<file path="src/rtl/tcrd_pkg.sv">
// Shared types, codes and float helpers for the telemetry coalescer.
`default_nettype none
package tcrd_pkg;

  localparam logic [31:0] QNAN = 32'h7FC0_0000;

  typedef enum logic [1:0] {
    ACT_FRAME   = 2'd0,
    ACT_CLEAR   = 2'd1,
    ACT_RELEASE = 2'd2,
    ACT_NONE    = 2'd3
  } action_t;

  typedef enum logic [1:0] {
    REG_STICKY = 2'd0,
    REG_SLACK  = 2'd1,
    REG_STRIP  = 2'd2,
    REG_NONE   = 2'd3
  } reg_idx_t;

  typedef struct packed {
    logic [1:0]  action;
    logic [31:0] sender_ms;
    logic [31:0] arrival_ms;
    logic [15:0] frame_flags;
    logic [31:0] accel_peak;
    logic [31:0] gyro_peak;
    logic [31:0] linear_peak;
    logic [15:0] change_bits;
  } in_beat_t;

  typedef struct packed {
    logic        is_ended;
    logic        restart_seen;
    logic [31:0] out_sender_ms;
    logic [15:0] out_flags;
    logic [31:0] out_accel_peak;
    logic [31:0] out_gyro_peak;
    logic [31:0] out_linear_peak;
    logic [15:0] out_change_bits;
    logic [31:0] pending_count;
    logic [31:0] restart_count;
    logic [31:0] dropped_count;
    logic        last;
  } out_beat_t;

  function automatic logic is_nan(logic [31:0] b);
    return b[30:0] > 31'h7F80_0000;
  endfunction

  // a > b for non-NaN singles
  function automatic logic fgt(logic [31:0] a, logic [31:0] b);
    logic both_zero;
    both_zero = (a[30:0] == 31'd0) && (b[30:0] == 31'd0);
    if (both_zero) return 1'b0;
    if (a[31] != b[31]) return ~a[31];
    if (!a[31]) return a[30:0] > b[30:0];
    return a[30:0] < b[30:0];
  endfunction

  function automatic logic [31:0] peak_max(logic [31:0] acc, logic [31:0] smp);
    if (is_nan(smp)) return acc;
    if (is_nan(acc)) return smp;
    return fgt(smp, acc) ? smp : acc;
  endfunction

  function automatic logic [31:0] sat_inc(logic [31:0] x);
    return (x == 32'hFFFF_FFFF) ? x : x + 32'd1;
  endfunction

endpackage
`default_nettype wire

</file>
<file path="src/rtl/tcrd_if.sv">
// Valid/ready channel interfaces for input and result beats.
`default_nettype none
interface tcrd_in_if;
  import tcrd_pkg::*;
  logic     valid;
  logic     ready;
  in_beat_t data;
  modport source (output valid, output data, input ready);
  modport sink (input valid, input data, output ready);
endinterface

interface tcrd_out_if;
  import tcrd_pkg::*;
  logic      valid;
  logic      ready;
  out_beat_t data;
  modport source (output valid, output data, input ready);
  modport sink (input valid, input data, output ready);
endinterface
`default_nettype wire

</file>
<file path="src/rtl/telemetry_coalescer_restart_detect.sv">
// Telemetry coalescer with sender restart detection, top level.
//
// Channel | Dir | Handshake   | Beat
// in_ch   | in  | valid/ready | one frame or action
// out_ch  | out | valid/ready | status or ended-session snapshot, last marks end
// apb     | in  | psel/penable| sticky_mask, clock_slack_ms, strip_mask
//
// An accepted beat is registered, processed in the next cycle and its one or
// two results go into a four-entry result queue. A new beat is taken whenever
// the queue has room for the beat in flight plus this one, so a beat can be
// accepted while the previous one is still being processed.
// Synchronous reset clears the session state and queue pointers and loads the
// config registers with their defaults; stalls on out_ch back up into in_ch.
`default_nettype none
module telemetry_coalescer_restart_detect (
  input  wire logic        clk,
  input  wire logic        rst,
  tcrd_in_if.sink          in_ch,
  tcrd_out_if.source       out_ch,
  input  wire logic        psel,
  input  wire logic        penable,
  input  wire logic        pwrite,
  input  wire logic [3:0]  paddr,
  input  wire logic [31:0] pwdata,
  output logic [31:0]      prdata,
  output logic             pready
);
  import tcrd_pkg::*;

  logic [15:0] sticky_mask, clock_slack_ms, strip_mask;

  logic        v;
  in_beat_t    iq;

  logic        has_data, ended_pending;
  logic [31:0] last_sender_ms, last_arrival_ms;
  logic [15:0] latest_flags, latest_changes, coal_flags, coal_changes;
  logic [31:0] latest_pk [3];
  logic [31:0] coal_pk [3];
  logic [31:0] unsent, restarts, dropped;
  logic [31:0] end_sender;
  logic [15:0] end_flags, end_changes;
  logic [31:0] end_pk [3];

  out_beat_t   fifo [4];
  logic [1:0]  wp, rp;
  logic [2:0]  cnt;

  // config port
  assign pready = 1'b1;
  always_comb begin
    case (reg_idx_t'(paddr[3:2]))
      REG_STICKY: prdata = {16'd0, sticky_mask};
      REG_SLACK:  prdata = {16'd0, clock_slack_ms};
      REG_STRIP:  prdata = {16'd0, strip_mask};
      default:    prdata = 32'd0;
    endcase
  end

  always_ff @(posedge clk) begin
    if (rst) begin
      sticky_mask    <= 16'hFFFF;
      clock_slack_ms <= 16'd100;
      strip_mask     <= 16'd0;
    end else if (psel && penable && pwrite) begin
      case (reg_idx_t'(paddr[3:2]))
        REG_STICKY: sticky_mask    <= pwdata[15:0];
        REG_SLACK:  clock_slack_ms <= pwdata[15:0];
        REG_STRIP:  strip_mask     <= pwdata[15:0];
        default: ;
      endcase
    end
  end

  // input register
  logic in_acc;
  assign in_ch.ready = ({1'b0, cnt[1:0]} + (v ? 3'd2 : 3'd0) + (cnt[2] ? 3'd4 : 3'd0)) <= 3'd2;
  assign in_acc = in_ch.valid && in_ch.ready;

  always_ff @(posedge clk) begin
    if (rst) v <= 1'b0;
    else v <= in_acc;
    if (in_acc) iq <= in_ch.data;
  end

  // processing
  logic [31:0]        step, elapsed;
  logic signed [32:0] skew, slack;
  logic               boundary, take;
  logic [31:0]        in_pk [3];
  logic [31:0]        stat_pk [3];
  logic [31:0]        base_pk [3];
  logic [31:0]        coal_pk_next [3];
  logic [31:0]        fst_pk [3];
  logic [31:0]        restarts_b, dropped_b;
  logic [15:0]        cur_flags, cur_changes, base_flags, base_changes;
  logic [31:0]        base_unsent;
  out_beat_t          r0, r1;
  logic               two;

  always_comb begin
    in_pk[0] = iq.accel_peak;
    in_pk[1] = iq.gyro_peak;
    in_pk[2] = iq.linear_peak;
    step    = iq.sender_ms - last_sender_ms;
    elapsed = iq.arrival_ms - last_arrival_ms;
    skew    = $signed({1'b0, step}) - $signed({1'b0, elapsed});
    slack   = $signed({17'd0, clock_slack_ms}) + $signed({11'd0, elapsed[31:10]});
    boundary = (action_t'(iq.action) == ACT_FRAME) && has_data &&
               (step[31] || (skew > slack) || (skew < -slack));
    take = boundary && (unsent != 32'd0) && !ended_pending;
    restarts_b = boundary ? sat_inc(restarts) : restarts;
    dropped_b  = (boundary && (unsent != 32'd0) && ended_pending) ? sat_inc(dropped) : dropped;
    cur_flags   = latest_flags | coal_flags;
    cur_changes = latest_changes | coal_changes;
    base_flags   = boundary ? 16'd0 : coal_flags;
    base_changes = boundary ? 16'd0 : coal_changes;
    base_unsent  = boundary ? 32'd0 : unsent;
    for (int i = 0; i < 3; i++) begin
      stat_pk[i]      = peak_max(latest_pk[i], coal_pk[i]);
      base_pk[i]      = boundary ? QNAN : coal_pk[i];
      coal_pk_next[i] = peak_max(base_pk[i], in_pk[i]);
      fst_pk[i]       = peak_max(in_pk[i], coal_pk_next[i]);
    end

    // snapshot result (frame with restart), using counters after session end
    r0.is_ended        = 1'b1;
    r0.restart_seen    = 1'b1;
    r0.out_sender_ms   = last_sender_ms;
    r0.out_flags       = cur_flags & ~strip_mask;
    r0.out_accel_peak  = stat_pk[0];
    r0.out_gyro_peak   = stat_pk[1];
    r0.out_linear_peak = stat_pk[2];
    r0.out_change_bits = cur_changes;
    r0.pending_count   = 32'd0;
    r0.restart_count   = restarts_b;
    r0.dropped_count   = dropped_b;
    r0.last            = 1'b0;
    two = 1'b0;

    // default: status of the current state
    r1.is_ended        = 1'b0;
    r1.restart_seen    = 1'b0;
    r1.out_sender_ms   = last_sender_ms;
    r1.out_flags       = cur_flags;
    r1.out_accel_peak  = stat_pk[0];
    r1.out_gyro_peak   = stat_pk[1];
    r1.out_linear_peak = stat_pk[2];
    r1.out_change_bits = cur_changes;
    r1.pending_count   = unsent;
    r1.restart_count   = restarts;
    r1.dropped_count   = dropped;
    r1.last            = 1'b1;

    case (action_t'(iq.action))
      ACT_FRAME: begin
        two                = take;
        r1.restart_seen    = boundary;
        r1.out_sender_ms   = iq.sender_ms;
        r1.out_flags       = iq.frame_flags | base_flags | (iq.frame_flags & sticky_mask);
        r1.out_accel_peak  = fst_pk[0];
        r1.out_gyro_peak   = fst_pk[1];
        r1.out_linear_peak = fst_pk[2];
        r1.out_change_bits = iq.change_bits | base_changes;
        r1.pending_count   = sat_inc(base_unsent);
        r1.restart_count   = restarts_b;
        r1.dropped_count   = dropped_b;
      end
      ACT_CLEAR: begin
        r1.out_flags       = latest_flags;
        r1.out_accel_peak  = latest_pk[0];
        r1.out_gyro_peak   = latest_pk[1];
        r1.out_linear_peak = latest_pk[2];
        r1.out_change_bits = latest_changes;
        r1.pending_count   = 32'd0;
      end
      ACT_RELEASE: begin
        if (ended_pending) begin
          r1.is_ended        = 1'b1;
          r1.out_sender_ms   = end_sender;
          r1.out_flags       = end_flags;
          r1.out_accel_peak  = end_pk[0];
          r1.out_gyro_peak   = end_pk[1];
          r1.out_linear_peak = end_pk[2];
          r1.out_change_bits = end_changes;
        end
      end
      default: ;
    endcase
  end

  // state update
  always_ff @(posedge clk) begin
    if (rst) begin
      has_data        <= 1'b0;
      ended_pending   <= 1'b0;
      last_sender_ms  <= 32'd0;
      last_arrival_ms <= 32'd0;
      latest_flags    <= 16'd0;
      latest_changes  <= 16'd0;
      coal_flags      <= 16'd0;
      coal_changes    <= 16'd0;
      unsent          <= 32'd0;
      restarts        <= 32'd0;
      dropped         <= 32'd0;
      end_sender      <= 32'd0;
      end_flags       <= 16'd0;
      end_changes     <= 16'd0;
      for (int i = 0; i < 3; i++) begin
        latest_pk[i] <= QNAN;
        coal_pk[i]   <= QNAN;
        end_pk[i]    <= QNAN;
      end
    end else if (v) begin
      case (action_t'(iq.action))
        ACT_FRAME: begin
          if (take) begin
            ended_pending <= 1'b1;
            end_sender    <= last_sender_ms;
            end_flags     <= cur_flags & ~strip_mask;
            end_changes   <= cur_changes;
            for (int i = 0; i < 3; i++) end_pk[i] <= stat_pk[i];
          end
          restarts        <= restarts_b;
          dropped         <= dropped_b;
          has_data        <= 1'b1;
          last_sender_ms  <= iq.sender_ms;
          last_arrival_ms <= iq.arrival_ms;
          latest_flags    <= iq.frame_flags;
          latest_changes  <= iq.change_bits;
          coal_flags      <= base_flags | (iq.frame_flags & sticky_mask);
          coal_changes    <= base_changes | iq.change_bits;
          unsent          <= sat_inc(base_unsent);
          for (int i = 0; i < 3; i++) begin
            latest_pk[i] <= in_pk[i];
            coal_pk[i]   <= coal_pk_next[i];
          end
        end
        ACT_CLEAR: begin
          coal_flags   <= 16'd0;
          coal_changes <= 16'd0;
          unsent       <= 32'd0;
          for (int i = 0; i < 3; i++) coal_pk[i] <= QNAN;
        end
        ACT_RELEASE: ended_pending <= 1'b0;
        default: ;
      endcase
    end
  end

  // result queue
  logic push1, pop;
  assign push1 = v;
  assign pop   = out_ch.valid && out_ch.ready;
  assign out_ch.valid = cnt != 3'd0;
  assign out_ch.data  = fifo[rp];

  always_ff @(posedge clk) begin
    if (rst) begin
      wp  <= 2'd0;
      rp  <= 2'd0;
      cnt <= 3'd0;
    end else begin
      if (push1) wp <= wp + (two ? 2'd2 : 2'd1);
      if (pop) rp <= rp + 2'd1;
      cnt <= cnt + (push1 ? (two ? 3'd2 : 3'd1) : 3'd0) - (pop ? 3'd1 : 3'd0);
    end
    if (push1) begin
      if (two) begin
        fifo[wp]        <= r0;
        fifo[wp + 2'd1] <= r1;
      end else begin
        fifo[wp] <= r1;
      end
    end
  end

endmodule
`default_nettype wire
</file>
<file path="src/flat_wrapper.sv">
// flat-port wrapper written by rule: the top's interface ports become plain ports
module telemetry_coalescer_restart_detect_flat import tcrd_pkg::*;
  (clk, rst, psel, penable, pwrite, paddr, pwdata, prdata, pready, in_ch_valid, in_ch_data, in_ch_ready, out_ch_valid, out_ch_data, out_ch_ready);
  tcrd_in_if in_ch_i ();
  tcrd_out_if out_ch_i ();
  input  wire logic clk;
  input  wire logic rst;
  input  wire logic psel;
  input  wire logic penable;
  input  wire logic pwrite;
  input  wire logic [3:0] paddr;
  input  wire logic [31:0] pwdata;
  output logic [31:0] prdata;
  output logic pready;
  input wire logic [$bits(in_ch_i.valid)-1:0] in_ch_valid;
  input wire logic [$bits(in_ch_i.data)-1:0] in_ch_data;
  output wire logic [$bits(in_ch_i.ready)-1:0] in_ch_ready;
  output wire logic [$bits(out_ch_i.valid)-1:0] out_ch_valid;
  output wire logic [$bits(out_ch_i.data)-1:0] out_ch_data;
  input wire logic [$bits(out_ch_i.ready)-1:0] out_ch_ready;
  assign in_ch_i.valid = in_ch_valid;
  assign in_ch_i.data = in_ch_data;
  assign in_ch_ready = in_ch_i.ready;
  assign out_ch_valid = out_ch_i.valid;
  assign out_ch_data = out_ch_i.data;
  assign out_ch_i.ready = out_ch_ready;
  telemetry_coalescer_restart_detect u_core (.clk(clk), .rst(rst), .in_ch(in_ch_i), .out_ch(out_ch_i), .psel(psel), .penable(penable), .pwrite(pwrite), .paddr(paddr), .pwdata(pwdata), .prdata(prdata), .pready(pready));
endmodule
</file>
<file path="config.mk">
export PLATFORM = sky130hd
export DESIGN_NAME = telemetry_coalescer_restart_detect_flat
export DESIGN_NICKNAME = d
export VERILOG_FILES = /design/src/rtl/tcrd_pkg.sv /design/src/rtl/tcrd_if.sv /design/src/rtl/telemetry_coalescer_restart_detect.sv /design/src/flat_wrapper.sv
export SDC_FILE = /design/constraint.sdc
export NUM_CORES = 2
export LEC_CHECK = 0
export ABC_AREA = 1
export BUFFER_PORTS_ARGS = -buffer_cell sky130_fd_sc_hd__buf_2
export CAP_MARGIN = 20
export CORE_AREA = 2 2 489 491
export DETAILED_ROUTE_END_ITERATION = 10
export DIE_AREA = 0 0 491 493
export PLACE_DENSITY_LB_ADDON = 0.1
export SYNTH_ARGS = -nofsm -noshare
export SYNTH_HDL_FRONTEND = slang
export SYNTH_SLANG_ARGS = --single-unit
</file>
<file path="constraint.sdc">
create_clock -name clk -period 34.6 [get_ports clk]
set_input_delay 3.46 -clock clk [delete_from_list [all_inputs] [get_ports clk]]
set_output_delay 3.46 -clock clk [all_outputs]
set_load 0.01 [all_outputs]
</file>
## Word-level counts from Yosys, hierarchy flattened

Memory sizes are Yosys's and may differ from the RTL's. A register that Yosys moved wholly into a read port is not among the register bits.
Index checks and enable logic that the tools add are counted.

- Reduce and logical (&&, ||, !) cells: 49
- $add $sub $neg: 15
- Multiplexer cells: 316
- Equal/unequal tests: 17
- $lt $le $gt $ge: 36
- Bitwise operators: 31

Operators by type and width:

| cell | count |
|---|---|
| two-way mux 32 bit | 66 |
| greater-than comparator 31 bit (second input constant) | 15 |
| logical NOT 31 bit | 15 |
| case mux 128 bit (3 select lines) | 1 |
| greater-than comparator 31 bit | 9 |
| less-than comparator 31 bit | 9 |
| two-way mux 259 bit | 1 |
| two-way mux 1 bit | 231 |
| two-way mux 160 bit | 1 |
| case mux 32 bit (2 select lines) | 2 |
| adder 32 x 1 -> 32 bit (second input constant) | 3 |
| == test 32 bit (second input constant) | 3 |
| bitwise OR 16 bit | 6 |
| two-way mux 64 bit | 1 |
| case mux 16 bit (2 select lines) | 2 |
| subtractor 32 bit | 2 |
| case mux 16 bit (3 select lines) | 1 |
| greater-than comparator 33 bit | 1 |
| less-than comparator 33 bit | 1 |
| negator 33 bit | 1 |
| subtractor 32 x 32 -> 33 bit | 1 |
| bitwise AND 16 bit | 2 |
| two-way mux 16 bit | 2 |
| nonzero test 32 bit | 1 |
| 25 further kinds | 87 |

- Register bits after elaboration: 540
- Input bits: 237
- Memory bits (writable): 1324
- Output and inout bits: 294
- Memories kept: 4

Memory list:

| memory | words | width | rd ports | clocked after memory_dff | wr ports | line | source |
|---|---|---|---|---|---|---|---|
| u_core.fifo | 4 | 259 | 1 | 1 | 2 | telemetry_coalescer_restart_detect.sv:45 | `out_beat_t fifo [4];` |
| u_core.coal_pk | 3 | 32 | 3 | 0 | 3 | telemetry_coalescer_restart_detect.sv:39 | `logic [31:0] coal_pk [3];` |
| u_core.end_pk | 3 | 32 | 3 | 0 | 3 | telemetry_coalescer_restart_detect.sv:43 | `logic [31:0] end_pk [3];` |
| u_core.latest_pk | 3 | 32 | 3 | 0 | 3 | telemetry_coalescer_restart_detect.sv:38 | `logic [31:0] latest_pk [3];` |

## Depth between registers and ports, before layout

- Word-level depth: 49
- Gate-level depth with buffers: 103
- Mapped depth without buffers: 97

## Least setup slack after synthesis

Ideal clock, no wire load.

- Path type: reg2reg
- Start point: register u_core.iq[128] (netlist bit)
- End point: memory u_core.fifo[3][100] (netlist bit) (enable)
- Data arrival time: 12.320 ns
- Required time: 32.637 ns
- Path buffers: 5
- Path slack: 20.317 ns
- Cell stages (with the launch flop): 56
- Cell sequence: edfxtp_1 > inv_1 > ha_1 > inv_1 > fa_1 > a21oi_1 > o21bai_1 > nand2_1 > nand2_1 > a21oi_1 > o21ai_1 > a31oi_1 > xnor2_1 > ha_1 > nand3_1 > and2_1 > or2_2 > nand2_1 > [20 not listed] > a21oi_1 > o21a_1 > nand3_1 > nand2_1 > nand2_1 > inv_1 > nand3_2 > nand2_4 > buf_8 > buf_6 > a21oi_2 > nand2_1 > clkbuf_1 > nor2_1 > inv_1 > clkbuf_1 > clkbuf_1 > nand2_1

RTL lines:

| what | line | source |
|---|---|---|
| from (decl) | telemetry_coalescer_restart_detect.sv:33 | `in_beat_t iq;` |
| from (signal assigned) | telemetry_coalescer_restart_detect.sv:83 | `if (in_acc) iq <= in_ch.data;` |
| to (decl) | telemetry_coalescer_restart_detect.sv:45 |  |

==> summary.md <==
| Metric | Value |
|---|---|
| Status | finished, final reports clean |
| Seq cells post-synth | 1866 |
| Cts repair resizes | 0 |
| Net total in the final layout | 13.3k |
| CP max stage delay | 0.98 ns |
| Initial antenna violation count | 32 |
| DRC errors left | 0 |
| Drt total wl | 389000 um |
| Routed vias/inst | 5.88 |
| EDFF count, synth | ~1.5k |
| Worst-Skew Late Latency | 0.93 ns |
| Site Rows | 179 |
| Die Span Y | roughly 490 um |
| I/O pin cnt | 531 |
| Async set-reset flop share out of synthesis | 0% |
| DR pass1 iterations | 8 |
| DR WL met2 | roughly 170000 um |
| Worst Path Class, Setup | reg -> reg |
| Minimum clock period | approximately 18 ns |
| Syn Area/Cell | about 8.5 um^2 |
| Core Region | 237000 um^2 |
| Hold Crit Class | reg -> reg |
| Die width | 491 um |
| Placed wire-length estimate | 248000 um |
| Hold path depth | 2 |
| IO Port Bufs | 495 |
| Simple-gate share of the synthesized area | about 22% |
| Vias in the first global route | 88.7k |
| Max_cap viols | 0 |
| TritonCTS clock tree | built |
| Synthesis Warnings | 0 |
| Final setup violation count | 0 |
| Die area | 242000 um^2 |
| Endpoints failing hold | 0 |
| Compound-Gate Fraction of Synth Area | 15.1% |
| Crit-path slowest cell | inv_4 |
| Synthesized area | approximately 110000 um^2 |
| Top Layer Used | met5 |
| Hold Buf Count CTS | 0 |
| Worst-margin pin slew | ~1.3 ns |
| Placed cells | 15.6k |
| Max VDD drop | around 0.056 mV |
| Hold_sp | u_core.rp[1] |
| Longest Clk Path Bufs | 3 |
| Final setup TNS | 0 ns |
| RR Startpoint | u_core.iq[128] |
| Post CTS Setup Buffer Count | 0 |
| Largest net degree at the start of global routing | 239 |
| Post-synth top area cell | edfxtp_1 |
| Num CTS Buffers | 207 |
| Post-synth cell types | 72 |
| WL per Instance | 24.3 um |
| Xor-xnor portion of the synthesized cell area | 1.58% |
| Worst EP arrival | 18.56 ns |
| Worst rel slew slack | 15.1% |
| Sequential area share after synthesis | 49.5% |
| Crit Path Max Fanout | 55 |
| Clk root buf | clkbuf_16 |
| Crit path max-delay family | simple AND/OR/NAND/NOR gates |
| Adder-cell area share of the yosys netlist | approximately 5.5% |
| Max Freq | approximately 56 MHz |
| Power Density | 68.2 nW/um^2 |
| Share of cells above drive strength 1 | roughly a tenth |
| First-pass GRT wire length | about 570000 um |
| CP Launch Type | flip-flop |
| Largest family of logic cells by synthesized area | simple AND/OR/NAND/NOR gates |
| Clock transition at path regs | about 0.06 ns |
| P_leak | 46.6 nW |
| Met1 wire length | 171000 um |
| Crit-path most repeated cell | nand2_1 |
| Total track usage | 31.1% |
| Grt ovf | 0 |
| Post-synth top flop | edfxtp_1 |
| Pins Over Slew Limit | 0 |
| Global placement routability congestion | 0.933 |
| Worst R2R End | u_core.fifo[1][174] |
| Worst reg2reg path depth | 84 |
| Worst clock skew | 0.0778 ns |
| CTS H-tree lvls | 4 |
| Unrepaired setup endpoints after global routing | no |
| Routed met3 length | 35000 um |
| Worst reg2reg setup slack | 16.69 ns |
| Required time worst endpoint | 35.25 ns |
| Fin cells | 16.0k |
| Worst Setup End Kind | flip-flop |
| Initial core utilization | 44.8% |
| Area Overhead vs Synth | 11.0% |
| Yosys top cell area share | 42.8% |
| Post-Synthesis Cells | 12.6k |
| DR iter-0 viols | 9805 |
| Synth top area cells | edfxtp_1, nand2_1, dfxtp_1 |
| WP buf/inv | 10 |
| Vias | 94.2k |
| CTS Sinks | around 1.9k |
| ANT nets after route | 0 |
| Crit path launch | u_core.iq[128] |
| Mux cell area share after synthesis | less than 1% |
| Final worst path period share | between 50% and 60% |
layout by cell type, fill, tap and decap left out, types with 16 or more instances in the layout:
cell type	synthesis	layout
a211oi_1	16	16
a21oi_1	661	661
a22oi_1	84	84
buf_2	42	496
buf_4	30	115
clkbuf_1	619	48
clkbuf_16	0	212
clkbuf_8	0	30
clkinv_1	12	29
clkinv_2	0	38
conb_1	2	17
dfxtp_1	352	349
diode_2	0	17
edfxtp_1	1514	1514
ha_1	455	455
inv_1	994	982
inv_2	27	31
nand2_1	2596	2586
nand2_2	29	31
nand2_4	15	22
nand3_1	910	910
nand4_1	202	202
nor2_1	1314	1305
nor3_1	82	77
nor4_1	65	65
o211ai_1	73	73
o21ai_0	1171	1170
o21ai_1	57	57
o21ai_2	17	17
o221ai_1	26	26
o22ai_1	648	648
or2_2	105	105
xnor2_1	29	29
xor2_1	162	162
synth_stat cells, drive strengths merged, types with 3 or more instances:
cell         number
a211oi           16
a21o              6
a21oi           665
a221oi           11
a22oi            84
a31o              3
a31oi            11
a32oi             5
and2              3
and3              5
buf             123
clkbuf          620
clkinv           12
dfxtp           352
dlygate4sd3       5
edfxtp         1514
fa                5
ha              455
inv            1022
nand2          2640
nand3           923
nand3b            8
nand4           211
nor2           1326
nor3             89
nor3b            10
nor4             65
nor4b             3
o2111ai          12
o211ai           73
o21a             11
o21ai          1245
o21bai           14
o221ai           26
o22ai           648
o31ai             8
o32ai             5
o41ai             3
or2             106
or4               8
xnor2            29
xor2            162
metrics by stage:
step	hold slack [ns]	setup WS, ns	area (um^2)	power, W	utilization (%)
final	0.437	16.69	118000	0.00803	49.7
after global placement	0.434	16.90	111000	0.00572	46.7
after floorplan	0.422	20.32	106000	0.00472	-
after CTS	0.432	16.78	118000	0.00802	49.7
after detailed placement	0.441	16.80	111000	0.00576	46.7
after global routing	0.467	15.25	118000	0.00849	49.7
routing by layer:
metal / track usage, % / vias up
li1: - / 44000
met3: 5.03 / 657
met2: 46.9 / 4335
met1: 44.6 / 45200
met5: 0 / -
met4: 12.6 / 2
sequential cells by signal (all words and copies together), names as in the netlist, 96 cells and up, named ones only:
register and count:
u_core.fifo 1036, u_core.latest_pk 96, u_core.in_pk 96, u_core.coal_pk 96, u_core.end_pk 96, u_core.iq 98
cells by family (layout without fill, tap and decap cells):
logic type               Yosys count  after routing
flip-flops                      1866           1866
other                              2             34
AO/OA/AOI/OAI                   2854           2854
multiplexers                       1              1
AND/OR/NAND/NOR                 5398           5398
adder cells (fa/ha/maj)          460            460
buffers and inverters           1782           2043
XOR/XNOR                         191            191
worst min-delay path: stages, from the launching register on:
cell and delay (ns):
dfxtp_1 0.30, inv_1 0.06, a21oi_1 0.07
worst max path at each step:
| stage | cells after the start | end | slack, ns |
|---|---|---|---|
| floorplan | 55 | u_core.fifo[3][100] | 20.32 |
| global placement | 84 | u_core.fifo[3][174] | 16.90 |
| detailed placement | 84 | u_core.fifo[1][174] | 16.80 |
| CTS | 84 | u_core.fifo[1][174] | 16.78 |
| global route | 84 | u_core.fifo[2][174] | 15.25 |
| finish | 84 | u_core.fifo[1][174] | 16.69 |
final cells by class:
type | count | area [um^2]
well taps | 3167 | 3960
flip-flops and latches | 1866 | 52500
inverters | 1034 | 3960
clock inverters | 100 | 1130
multi-input cells | 8921 | 46700
repair buffers | 619 | 3510
diodes | 17 | 42.5
clock buffers | 290 | 5900
fillers | 22700 | 119000
report_power, final:
group / switching (W) / internal [W] / total [W]
combinational: 0.00218 / 0.000898 / 0.00308
clock: 0.000987 / 0.00128 / 0.00227
sequential: 0.000104 / 0.00258 / 0.00269
Power figures use the tool's default switching activity.
